<file path="src/hdl/swtm_div.sv">
// Restoring divider, one quotient bit per cycle.
module swtm_div #(
    parameter int NW = 27,
    parameter int DW = 11
) (
    input  logic          clk,
    input  logic          rst_n,
    input  logic          start,
    input  logic [NW-1:0] dividend,
    input  logic [DW-1:0] divisor,
    output logic          done,
    output logic [NW-1:0] quotient
);

    localparam int CNT_W = $clog2(NW + 1);

    logic             busy_reg, busy_next;
    logic             done_reg, done_next;
    logic [CNT_W-1:0] cnt_reg, cnt_next;
    logic [NW-1:0]    q_reg, q_next;
    logic [DW:0]      r_reg, r_next;
    logic [DW-1:0]    d_reg, d_next;
    logic [DW:0]      r_sh;

    always_comb
    begin
        busy_next = busy_reg;
        done_next = 1'b0;
        cnt_next  = cnt_reg;
        q_next    = q_reg;
        r_next    = r_reg;
        d_next    = d_reg;
        r_sh      = {r_reg[DW-1:0], q_reg[NW-1]};
        if (start)
        begin
            busy_next = 1'b1;
            cnt_next  = '0;
            q_next    = dividend;
            r_next    = '0;
            d_next    = divisor;
        end
        else if (busy_reg)
        begin
            if (r_sh >= {1'b0, d_reg})
            begin
                r_next = r_sh - {1'b0, d_reg};
                q_next = {q_reg[NW-2:0], 1'b1};
            end
            else
            begin
                r_next = r_sh;
                q_next = {q_reg[NW-2:0], 1'b0};
            end
            cnt_next = cnt_reg + CNT_W'(1);
            if (cnt_reg == CNT_W'(NW - 1))
            begin
                busy_next = 1'b0;
                done_next = 1'b1;
            end
        end
    end

    always_ff @(posedge clk or negedge rst_n)
    begin
        if (!rst_n)
        begin
            busy_reg <= 1'b0;
            done_reg <= 1'b0;
            cnt_reg  <= '0;
        end
        else
        begin
            busy_reg <= busy_next;
            done_reg <= done_next;
            cnt_reg  <= cnt_next;
        end
    end

    always_ff @(posedge clk)
    begin
        q_reg <= q_next;
        r_reg <= r_next;
        d_reg <= d_next;
    end

    assign done     = done_reg;
    assign quotient = q_reg;

endmodule

</file>
<file path="config.mk">
export PLATFORM = sky130hd
export DESIGN_NAME = swtm_div
export DESIGN_NICKNAME = d
export VERILOG_FILES = /design/src/hdl/swtm_div.sv
export SDC_FILE = /design/constraint.sdc
export NUM_CORES = 1
export LEC_CHECK = 0
export ABC_AREA = 1
export BUFFER_PORTS_ARGS = -buffer_cell sky130_fd_sc_hd__clkbuf_2
export CAP_MARGIN = 5
export CORE_MARGIN = 2
export CORE_UTILIZATION = 45
export DETAILED_ROUTE_END_ITERATION = 10
export GPL_TIMING_DRIVEN = 0
export HOLD_SLACK_MARGIN = 0.12
export PLACE_DENSITY = 0.76
export RECOVER_POWER = 100
export SKIP_CTS_REPAIR_TIMING = 1
export SLEW_MARGIN = 5
export SYNTH_ARGS = -nofsm -noshare
export SYNTH_HDL_FRONTEND = slang
export SYNTH_SLANG_ARGS = --single-unit
</file>
<file path="constraint.sdc">
create_clock -name clk -period 3.78 [get_ports clk]
set_input_delay 0.189 -clock clk [delete_from_list [all_inputs] [get_ports clk]]
set_output_delay 0.189 -clock clk [all_outputs]
set_load 0.01 [all_outputs]
</file>
# [Word level (Yosys, flattened, before mapping)]
# Cells that the tools add are included.
# Widths: inputs -> output; s select.
[totals] elab_cells=23 ff_bits=56 input_bits=41 out_inout_bits=28
[op_classes] addsub=2 n_mux=12 n_reduce_logical=1 eq_ne=1 magnitude_cmp=1
[op_table] op="$mux 27" count=2
[op_table] op="$ge 12x11->1" count=1
[op_table] op="$mux 11" count=1
[op_table] op="$sub 11x11->11" count=1
[op_table] op="$mux 5" count=2
[op_table] op="$mux 1" count=7
[op_table] op="$add 5x1->5 const B" count=1
[op_table] op="$eq 5x5->1 const B" count=1
[op_table] op="$reduce_bool 2->1" count=1

# [Longest topological paths before layout]
[logic_depth] word_depth=4 ltp_mapped=12 mapped_depth_nobuf=12

# [Worst setup path before layout]
# OpenSTA, ideal clock, no wires.
[synth_timing] path_type="register to register" start="register q_reg[26] (netlist: quotient[26])" end="register r_reg[6]" setup_time_ns=0.113 period_less_slack_ns=1.904 path_stages_with_launch=13 path_slack_ns=1.876 required_ns=3.667 arrival_ns=1.790 n_path_buf=1 path_cell_list="edfxtp_1 inv_1 ha_1 fa_1 inv_1 nand3_1 nand3_1 nand2_1 nand4_2 buf_6 nand3_1 nand3_1 nand2_1"
[synth_via] elab_chain_len=2 word_cells_on_any_way=3 classes_between="1 x add/sub; 1 x order compare; 1 x mux"
[synth_lines] element="start: declaration" line="20" rtl="logic [NW-1:0] q_reg, q_next;"
[synth_lines] element="start signal: assignment" line="81" rtl="q_reg <= q_next;"
[synth_lines] element="$sub 11x11->11 or $ge 12x11->1 (tied branches)" line="46, 44"
[synth_lines] element="$mux 11 *" line="44" rtl="if (r_sh >= {1'b0, d_reg})"
[synth_lines] element="end signal: assignment" line="82" rtl="r_reg <= r_next;"
[synth_lines] element="end: declaration" line="21" rtl="logic [DW:0] r_reg, r_next;"
# Every way passes the cells marked *; elsewhere a longest branch is shown, timed or not.
# A chain may end at the register's enable or synchronous reset.

# [Worst setup path in the final report]
[layout_timing] start="register q_reg[26] (netlist: quotient[26])" end="register r_reg[9]"
# The elaborated chain is that of the path after synthesis.

==> metrics.yaml <==
logic_synthesis:
  synthCells: 375
  ys_seq_area_share_pct: 50.7
  ys_ff_latch: 56
  synth-edff-count: 38
  synth_area_per_cell_um2: 8.08
  syn-num-nets: 430
  ys_warn_count: 0
  synthFlopType: "edfxtp_1"
  syn_area_um2: 3030
  ys_types: 27
  synth-async-reset-ratio_pct: 12.5
worst_setup_path:
  cp_slowest_cell: "clkbuf_1"
  worstPathCellList: "inv_1 -> ha_1 -> fa_1 -> inv_1 -> nand3_1 -> nand3_1 -> nand2_1 -> nand4_1 -> clkbuf_1 -> nand3_1 -> nand3_1 -> nand2_1"
  worst-path-buf-inv: 3
  cp.required_ns: 4.00
  critPathKind: "reg2reg"
  r2r_start: "quotient[26]"
  ff2ff_path_depth: 12
  critPathLaunchType: "flip-flop"
  timing.critical_path.mode_cell: "nand3_1"
  crit_family: "simple AND/OR/NAND/NOR gates"
  cp_max_fo: 10
  cp-end-kind: "flip-flop"
  slowest_delay_ns: 0.43
  rrSetupSlack_ns: 1.27
  r2r_end: "r_reg[9]"
  worstPathArrival_ns: 2.73
floorplan:
  coreArea_um2: 6420
  die_x_um: 86.0
  dieArea_um2: 7400
  start_util_pct: 47.2
  io_pins: 69
  die_h_um: 86.0
  rows: 29
pwr:
  power.internal_mw: 1.23
  p_sw_uw: 800
  ir_drop_uv: 301
  swShare_pct: 39.4
  power_leakage_nw: 1.85
  p_clk_share_pct: 17.9
  power_density_nw_per_um2: 557
  finalPower_mw: 2.03
  p_seq_share_pct: 40.5
  p_comb_share_pct: 41.5
global_route:
  globalRoute.totalOverflow: 0
  grt_max_degree: 29
  antenna_found_initial: 0
  grt_pass1_vias: 2509
  grt_first_pass_wirelength_um: 11400
  grtUsageTotal_pct: 19.2
routing:
  drc: 0
  vias: 2715
  wire_per_inst_um: 12.4
  drt_iter0_drc: 96
  viasPerCell: 5.02
  first_pass_iters: 4
  wl_um: 6700
  ant_nets: 0
sta:
  tns_ns: 0
  hold_violations: 0
  rsz0062_at_grt: "false"
  slew_violations: 0
  post-route-period-util_pct: 66.5
  min_period_ns: 2.51
  tightest_slew_ns: 1.06
  setup_violations: 0
  skew_ns: 0.0175
  fmax_mhz: 398
  slew_headroom_pct: 29.5
min_path:
  whs_endpoint: "quotient[20]"
  hold_depth: 3
  min_from: "dividend[20]"
  hp-class: "in2reg"
cts:
  clock_sinks: 56
  clock_latency_ns: 0.32
  htreeDepth: 2
  cts_made_buffers: 5
  clk_pin_slew_ns: 0.12
  cts_tree: "yes"
  ctsLongestPathBuffers: 2
  cts-root-buf: "clkbuf_8"
finish:
  largest_reg_flops: 27
  seq_area_um2: 1540
  area_delta_synth_final_pct: 20.2
  diodes: 0
  final_layout_size_suffix_gt1_share_pct: 12.7
  nets: 518
  fillCellCount: 613
  multi_input_area_um2: 1230
placement:
  dp_hpwl_um: 4920
  gp_congestion: 0.893
  portBuffers: 68
flow_run:
  maxCapViolations: 0
status:
  outcome: "completed"
## layout by cell type, fill, tap and decap left out, drive strengths merged, types with 7 or more instances in the layout
cell         Yosys  final
edfxtp          38     38
nand4           16     16
ha              13     13
dfxtp           11     11
a21oi            7      7
dfrtp            7      7
nand2          162    162
nor2            16     16
nand3           32     32
dlygate4sd3      0     13
inv             50     53
clkbuf           6     81
## cell families after synthesis
kind of cell / after synthesis / share of synthesized area, %
adders and majority gates: 14 / 6.03
and+or+nand+nor: 229 / 32.0
buffers and inverters: 62 / 8.34
xor gates and xnor gates: 3 / 0.868
DFF: 56 / 50.7
AOI/OAI and AO/OA: 11 / 2.02
## worst min-delay path, stage by stage
cell and delay (ns):
clkbuf_2 0.07, nand2_1 0.04, nand2_1 0.05
## how the worst max path moves through the flow
| stage | cells after the start | to | from | slack (ns) |
|---|---|---|---|---|
| 2_1_floorplan | 12 | r_reg[6] | quotient[26] | 1.88 |
| 3_3_place_gp | 12 | r_reg[9] | quotient[26] | 1.68 |
| 3_5_place_dp | 12 | r_reg[9] | quotient[26] | 1.65 |
| 4_1_cts | 12 | r_reg[9] | quotient[26] | 1.62 |
| 5_1_grt | 12 | r_reg[7] | quotient[26] | 0.99 |
| 6_report | 12 | r_reg[9] | quotient[26] | 1.27 |
## area by class of cell
type,count,share of cell area (%)
tap,77,2.65
clock inverter,3,0.790
timing repair buffer,81,11.9
multi-input combinational,257,33.9
sequential,56,42.2
clock buffer,5,1.89
inverter,50,5.15
buffer,12,1.55
## cells in the mapped netlist (3+ instances only)
library cell | n | share of area [%]
a21oi_1 | 6 | 0.99
o21ai_0 | 3 | 0.50
dfxtp_1 | 11 | 7.3
nand3_1 | 31 | 5.1
nand4_1 | 15 | 3.1
edfxtp_1 | 38 | 38
buf_2 | 4 | 0.66
ha_1 | 13 | 5.4
inv_1 | 48 | 5.9
dfrtp_1 | 7 | 5.8
clkbuf_1 | 6 | 0.74
nand2_2 | 3 | 0.62
nor2_1 | 15 | 1.9
nand2_1 | 159 | 20
## routing by layer
metal	vias up	GRT usage (%)	routed length, um
met4	0	4.18	46
li1	1375	-	-
met3	6	5.10	477
met2	89	30.8	3170
met1	1245	26.1	3000
met5	-	0	0
## metrics by stage
step | hold slack, ns | utilization, % | worst slack [ns] | cell area (um^2) | instances
2_1_floorplan | -0.107 | - | 1.88 | 3030 | 375
3_3_place_gp | 0.0348 | 54.0 | 1.68 | 3470 | 520
3_5_place_dp | 0.0363 | 54.0 | 1.65 | 3470 | 520
4_1_cts | -0.324 | 55.5 | 1.62 | 3560 | 528
5_1_grt | 0.129 | 56.7 | 0.995 | 3640 | 541
6_report | 0.125 | 56.7 | 1.27 | 3640 | 541
## power by group through the flow
stage,clock network (mW),registers [mW],logic [mW]
6_report,0.364,0.822,0.842
2_1_floorplan,0,0.836,0.647
3_5_place_dp,0,0.833,0.857
3_3_place_gp,0,0.833,0.835
4_1_cts,0.372,0.822,0.859
5_1_grt,0.396,0.834,0.976
Power figures use the tool's default switching activity.
